File: src/hw/rtl/byte_alu_with_flags_top_macros.svh
// Assertion macros for the byte ALU.
`ifndef BYTE_ALU_WITH_FLAGS_TOP_MACROS_SVH
`define BYTE_ALU_WITH_FLAGS_TOP_MACROS_SVH

`ifndef SYNTHESIS
`define BAWF_ASSERT_IMPL(label, clk, rst_n, ante, cons, msg) \
    label: assert property (@(posedge clk) disable iff (!rst_n) (ante) |-> (cons)) \
        else $error(msg);
`define BAWF_ASSERT_NEXT(label, clk, rst_n, ante, cons, msg) \
    label: assert property (@(posedge clk) disable iff (!rst_n) (ante) |=> (cons)) \
        else $error(msg);
`else
`define BAWF_ASSERT_IMPL(label, clk, rst_n, ante, cons, msg)
`define BAWF_ASSERT_NEXT(label, clk, rst_n, ante, cons, msg)
`endif

`endif

File: src/hw/rtl/bawf_pkg.sv
`timescale 1ns / 1ps
package bawf_pkg;

    localparam int unsigned ByteW = 8;
    localparam int unsigned KindW = 4;

    typedef enum logic [KindW-1:0] {
        OP_ADD   = 4'd0,
        OP_SUB   = 4'd1,
        OP_SHL   = 4'd2,
        OP_SHR   = 4'd3,
        OP_INC_A = 4'd4,
        OP_DEC_A = 4'd5,
        OP_INC_B = 4'd6,
        OP_DEC_B = 4'd7,
        OP_AND   = 4'd8,
        OP_OR    = 4'd9,
        OP_XOR   = 4'd10,
        OP_NOT_A = 4'd11,
        OP_NOT_B = 4'd12
    } t_alu_op;

    typedef struct packed {
        logic [ByteW-1:0] operand_a;
        logic [ByteW-1:0] operand_b;
        logic [KindW-1:0] kind;
        logic             clear_flags;
        logic             drive_enable;
    } t_alu_req;

    typedef struct packed {
        logic [ByteW-1:0] result_byte;
        logic             carry;
        logic             overflow;
        logic             extra_carry;
        logic             sign;
        logic             zero;
    } t_alu_state;

endpackage

File: src/hw/rtl/bawf_alu.sv
`timescale 1ns / 1ps
module bawf_alu (
    input  bawf_pkg::t_alu_req   i_req,
    input  bawf_pkg::t_alu_state i_state,
    output bawf_pkg::t_alu_state o_state
);
    import bawf_pkg::*;

    logic       cin;
    logic       carry_clr;
    logic       ovf_clr;
    logic       ext_clr;
    logic [9:0] wide;
    logic [9:0] a_ext;
    logic [9:0] b_ext;
    logic       out_of_signed;
    logic       force_sign;
    t_alu_state nxt;

    assign carry_clr = i_state.carry & ~i_req.clear_flags;
    assign ovf_clr   = i_state.overflow & ~i_req.clear_flags;
    assign ext_clr   = i_state.extra_carry & ~i_req.clear_flags;
    assign cin       = i_req.drive_enable & carry_clr;
    assign a_ext     = {2'b00, i_req.operand_a};
    assign b_ext     = {2'b00, i_req.operand_b};

    always_comb begin
        nxt             = i_state;
        nxt.carry       = carry_clr;
        nxt.overflow    = ovf_clr;
        nxt.extra_carry = ext_clr;
        force_sign      = 1'b0;
        wide            = '0;
        out_of_signed   = 1'b0;
        case (t_alu_op'(i_req.kind))
            OP_ADD, OP_SUB: begin
                if (t_alu_op'(i_req.kind) == OP_ADD) begin
                    wide = a_ext + b_ext + {9'd0, cin};
                end else begin
                    wide = a_ext - b_ext - {9'd0, cin};
                end
                out_of_signed = ($signed(wide) > 10'sd127) || ($signed(wide) < -10'sd127);
                if (i_req.drive_enable) begin
                    nxt.overflow = out_of_signed;
                    if (t_alu_op'(i_req.kind) == OP_ADD) begin
                        nxt.carry = $signed(wide) > 10'sd255;
                    end else begin
                        nxt.carry = wide[9];
                    end
                    nxt.extra_carry = ~((~i_req.operand_b[7] & ~($signed(wide) > 10'sd255)) |
                                        (i_req.operand_b[7] & ($signed(wide) > 10'sd255)));
                    if (nxt.extra_carry) begin
                        force_sign = 1'b1;
                        nxt.sign   = i_req.operand_b[7];
                    end
                end
                nxt.result_byte = wide[7:0];
            end
            OP_SHL: begin
                nxt.result_byte = {i_req.operand_a[6:0], 1'b0};
                nxt.carry       = i_req.operand_a[7];
            end
            OP_SHR: begin
                nxt.result_byte = {1'b0, i_req.operand_a[7:1]};
                nxt.carry       = 1'b0;
            end
            OP_INC_A, OP_DEC_A, OP_INC_B, OP_DEC_B: begin
                if (i_req.kind[0]) begin
                    wide = (i_req.kind[1] ? b_ext : a_ext) - 10'd1;
                end else begin
                    wide = (i_req.kind[1] ? b_ext : a_ext) + 10'd1;
                end
                out_of_signed = ($signed(wide) > 10'sd127) || ($signed(wide) < -10'sd127);
                nxt.result_byte = wide[7:0];
                if (i_req.drive_enable) begin
                    nxt.overflow = out_of_signed;
                    nxt.carry    = i_req.kind[0] ? wide[9] : ($signed(wide) > 10'sd255);
                end
            end
            OP_AND:   nxt.result_byte = i_req.operand_a & i_req.operand_b;
            OP_OR:    nxt.result_byte = i_req.operand_a | i_req.operand_b;
            OP_XOR:   nxt.result_byte = i_req.operand_a ^ i_req.operand_b;
            OP_NOT_A: nxt.result_byte = ~i_req.operand_a;
            OP_NOT_B: nxt.result_byte = ~i_req.operand_b;
            default: begin
                nxt.result_byte = i_state.result_byte;
            end
        endcase
        if (i_req.drive_enable) begin
            nxt.zero = (nxt.result_byte == 8'd0);
            if (!force_sign) begin
                nxt.sign = nxt.result_byte[7];
            end
        end
    end

    assign o_state = nxt;

endmodule

File: src/hw/rtl/byte_alu_with_flags_top.sv
`timescale 1ns / 1ps
// Byte ALU with a flag register. One request per cycle is accepted unless a
// stalled output holds the input register; each gives exactly one result through
// the input register, then the ALU and flag update feeding the result register,
// and back-to-back requests see the flags left by the one before. Codes 13 to 15
// keep the last result byte. When drive_enable is low the result field carries
// zero but the stored byte and the shift carry still update. Full throughput is
// held while the output side takes a result every cycle.
`include "byte_alu_with_flags_top_macros.svh"
module byte_alu_with_flags_top (
    input  logic        i_clk,
    input  logic        i_rst_n,
    input  logic        s_tvalid,
    output logic        s_tready,
    // operand_a[7:0], operand_b[15:8], clear_flags[16], drive_enable[17], zero[23:18]
    input  logic [23:0] s_tdata,
    // kind[3:0]
    input  logic [3:0]  s_tuser,
    output logic        m_tvalid,
    input  logic        m_tready,
    // bus_value[7:0], bus_driven[8], carry_out[9], overflow_out[10],
    // extra_carry_out[11], sign_out[12], zero_out[13], zero[15:14]
    output logic [15:0] m_tdata
);
    import bawf_pkg::*;

    logic       r_s1_valid;
    t_alu_req   r_s1_req;
    t_alu_state r_state;
    t_alu_state n_state;
    logic       r_m_valid;
    logic [15:0] r_m_data;
    logic       out_ready;
    logic       s1_adv;

    assign out_ready = ~r_m_valid | m_tready;
    assign s1_adv    = r_s1_valid & out_ready;
    assign s_tready  = ~r_s1_valid | out_ready;

    bawf_alu u_alu (
        .i_req   (r_s1_req),
        .i_state (r_state),
        .o_state (n_state)
    );

    always_ff @(posedge i_clk) begin
        if (!i_rst_n) begin
            r_s1_valid <= 1'b0;
            r_m_valid  <= 1'b0;
            r_state    <= '0;
        end else begin
            if (s_tready) begin
                r_s1_valid <= s_tvalid;
            end
            if (out_ready) begin
                r_m_valid <= r_s1_valid;
            end
            if (s1_adv) begin
                r_state <= n_state;
            end
        end
    end

    always_ff @(posedge i_clk) begin
        if (s_tvalid && s_tready) begin
            r_s1_req.operand_a    <= s_tdata[7:0];
            r_s1_req.operand_b    <= s_tdata[15:8];
            r_s1_req.kind         <= s_tuser;
            r_s1_req.clear_flags  <= s_tdata[16];
            r_s1_req.drive_enable <= s_tdata[17];
        end
        if (s1_adv) begin
            r_m_data <= {2'b00, n_state.zero, n_state.sign, n_state.extra_carry,
                         n_state.overflow, n_state.carry, r_s1_req.drive_enable,
                         r_s1_req.drive_enable ? n_state.result_byte : 8'd0};
        end
    end

    assign m_tvalid = r_m_valid;
    assign m_tdata  = r_m_data;

    `BAWF_ASSERT_IMPL(a_zero_flag, i_clk, i_rst_n, r_m_valid && r_m_data[8], r_m_data[13] == (r_m_data[7:0] == 8'd0), "zero flag disagrees with driven byte")
    `BAWF_ASSERT_IMPL(a_undriven_bus, i_clk, i_rst_n, r_m_valid && !r_m_data[8], r_m_data[7:0] == 8'd0, "undriven result not zero")
    `BAWF_ASSERT_NEXT(a_s1_hold, i_clk, i_rst_n, r_s1_valid && !out_ready, r_s1_valid && $stable(r_state), "stage one lost a request or state moved while stalled")
    `BAWF_ASSERT_NEXT(a_out_fill, i_clk, i_rst_n, s1_adv, r_m_valid, "advanced request missing at output")

endmodule
File: config.mk
export PLATFORM = sky130hd
export DESIGN_NAME = byte_alu_with_flags_top
export DESIGN_NICKNAME = d
export VERILOG_FILES = /design/src/hw/rtl/bawf_pkg.sv /design/src/hw/rtl/bawf_alu.sv /design/src/hw/rtl/byte_alu_with_flags_top.sv
export VERILOG_INCLUDE_DIRS = /design/src /design/src/hw/rtl
export SDC_FILE = /design/constraint.sdc
export NUM_CORES = 1
export LEC_CHECK = 0
export ABC_AREA = 1
export BUFFER_PORTS_ARGS = -buffer_cell sky130_fd_sc_hd__clkbuf_2
export CAP_MARGIN = 20
export CELL_PAD_IN_SITES_DETAIL_PLACEMENT = 0
export CELL_PAD_IN_SITES_GLOBAL_PLACEMENT = 2
export CORE_ASPECT_RATIO = 1.25
export CORE_MARGIN = 2
export CORE_UTILIZATION = 36
export CTS_CLUSTER_DIAMETER = 60
export DETAILED_ROUTE_END_ITERATION = 7
export PLACE_DENSITY = 0.93
export SKIP_CTS_REPAIR_TIMING = 1
export SYNTH_ARGS = -nofsm -noshare
export SYNTH_HDL_FRONTEND = slang
export SYNTH_SLANG_ARGS = --single-unit
File: constraint.sdc
create_clock -name i_clk -period 5.9 [get_ports i_clk]
set_input_delay 0.59 -clock i_clk [delete_from_list [all_inputs] [get_ports i_clk]]
set_output_delay 0.59 -clock i_clk [all_outputs]
set_load 0.1 [all_outputs]
==> results_dict.tcl <==
set metrics [dict create \
    status "finished clean" \
    start_util 0.366 \
    detail_route.vias_per_cell 5.11 \
    die_h_um 128 \
    yosysMostFrequentCell "nand2_1" \
    synth_top_area_frac 0.245 \
    numPortBuffers 41 \
    cp_slowest_cell "ha_1" \
    routed_wl_um 13200 \
    drive_gt1_frac 0.125 \
    crit_type "flip-flop to flip-flop" \
    grt_start_max_net_pins 40 \
    die_x_um 103 \
    cts-htree-levels 2 \
    nFillCells 1311 \
    ys_top_cells_by_area "edfxtp_1 24%, nand2_1 16%, ha_1 8.5%" \
    worstPathRequired_ps 5960 \
    placed_area_um2 4740 \
    coreArea_um2 12000 \
    netlist_area_um2 4410 \
    grt_pass1_wl_um 21300 \
    synthFlopType "edfxtp_1" \
    synthArstFlopShare 0 \
    worstPathCellList "inv_1 -> ha_1 -> inv_1 -> a21oi_2 -> o21ai_0 -> a31oi_1 -> inv_1 -> nand2_1 -> nand3_1 -> nand2_2 -> nand4_1 -> nand2_1 -> inv_2 -> nand3_2 -> nand2_1" \
    cts_tree "done" \
    fin_hold_ws_ps 458 \
    vias 4356 \
    place_congestion 0.896 \
    yosysUniqueCellTypes 44 \
    worstHoldStart "s_tdata[4]" \
    fin_nets 751 \
    syn_area_per_cell_um2 6.78 \
    cts.sinks 51 \
    ant_nets 0 \
    final_area_um2 4940 \
    fin_cells 852 \
    placementRows 45 \
    period_share 0.529 \
    cp-end-kind "flip-flop" \
    hold_viol 0 \
    dp.cells 843 \
    startpoint_type "flip-flop" \
    startpoint "r_s1_req[19]" \
    worst_pin_slew_ps 912 \
    ys.warnings.count 0 \
    slowest_delay_ps 520 \
    cts_root_buf "clkbuf_16" \
    drt_iter0_drc 381 \
    drt_first_pass_iters 6 \
    finalSetupViolCount 0 \
    synth_edf_count 36 \
    drc 0 \
    hold_path_class "input port to flip-flop" \
    clk_pin_slew_ps 70 \
    clockBufferDepth 2 \
    die_area_um2 13200 \
    grt_antenna_before_repair 0 \
    relSlewSlack 0.391 \
    ios 50 \
    gr-total-overflow 0 \
    syn2layout_area_growth_pct 11.9 \
    period_minus_slack_ps 3120 \
    netlist_top_cells_count "183 x nand2_1, 88 x inv_1, 71 x nand3_1" \
    max_cap_violations 0 \
    fin_setup_tns_ps 0 \
    cts_buffers 5 \
    irDropWorstVdd_mv 0.205 \
    drv_slew 0 \
    place_hpwl_um 10400 \
    crit_arrival_ps 3180 \
    p_per_area_nw_per_um2 227 \
    clock.fmax_mhz 321 \
    leakage_uw 0.00247 \
    yosysSeqAreaShare 0.313 \
    fin_worst_skew_ps 7.70 \
    syn_inst 651 \
    rsz0062_at_grt "false" \
    first_global_vias 4185 \
    track_usage 0.210 \
    reg2reg_from "r_s1_req[19]" \
    worst_skew_pair.late_latency_ps 300 \
    wire_per_inst_um 15.4 \
    ys_ff_latch 51 \
    n_antenna_cell 0 \
    cp_max_fo 9 \
    synth.largest_area_cell "edfxtp_1" \
]
## path summary, 6_finish.rpt
path | to | slack (ps) | cells after the start
setup reg to reg | m_tdata[12] | 2780 | 15
hold / removal | r_s1_req[18] | 460 | 1
hold reg to reg | r_state[11] | 510 | 2
setup / recovery | m_tdata[12] | 2780 | 15
## where the power goes
part,leakage [µW],internal [µW],switching [µW]
Combinational,0.00192,97.4,257
Clock,0.0000857,197,140
Sequential,0.000473,409,19.7
Total,0.00247,703,417
## flip-flops by register name, indices dropped and copies added, names as in the netlist
signal	flops
r_s1_req	22
m_tdata	14
r_state	13
m_tvalid	1
r_s1_valid	1
## worst max-delay path: cells and delay by family (launching register included)
family | cells | cell delay (ps)
AOI/OAI and AO/OA | 3 | 690
and+or+nand+nor | 7 | 720
DFF | 1 | 400
adders and majority gates | 1 | 520
buffers and inverters | 4 | 540
## stage by stage
stage / power [µW] / setup slack [ps] / util
2_1_floorplan: 698 / 2940 / -
3_3_place_gp: 782 / 2830 / 0.393
3_5_place_dp: 786 / 2820 / 0.393
4_1_cts: 1130 / 2790 / 0.408
5_1_grt: 1190 / 2410 / 0.410
6_report: 1120 / 2780 / 0.410
## cell usage in the layout, fill, tap and decap left out, types with 13 or more instances in the layout
cell type	n
a21oi_1	25
clkbuf_2	41
dfxtp_1	15
edfxtp_1	36
ha_1	30
inv_1	88
nand2_1	183
nand3_1	71
nor2_1	69
o21ai_0	21
o21ai_1	13
## logic make-up after synthesis
group | Yosys count | synth area share
buffers and inverters | 110 | 0.103
DFF | 51 | 0.313
and+or+nand+nor | 359 | 0.350
xor gates and xnor gates | 7 | 0.0139
adders and majority gates | 32 | 0.0941
AOI/OAI and AO/OA | 91 | 0.126
other | 1 | 0.000850
## layer usage
layer | routed length (µm) | track usage
met5 | 0 | 0
met4 | 444 | 0.0820
met3 | 419 | 0.0196
met2 | 6410 | 0.350
met1 | 5880 | 0.277
## cell type report
cell class,count,area [µm²],share of cell area
clock inverter,1,8.76,0.00177
clock buffer,7,164,0.0332
sequential,51,1380,0.280
tap,164,205,0.0416
multi-input combinational,491,2580,0.523
inverter,96,363,0.0735
timing repair buffer,42,233,0.0471
Power figures use the tool's default switching activity.
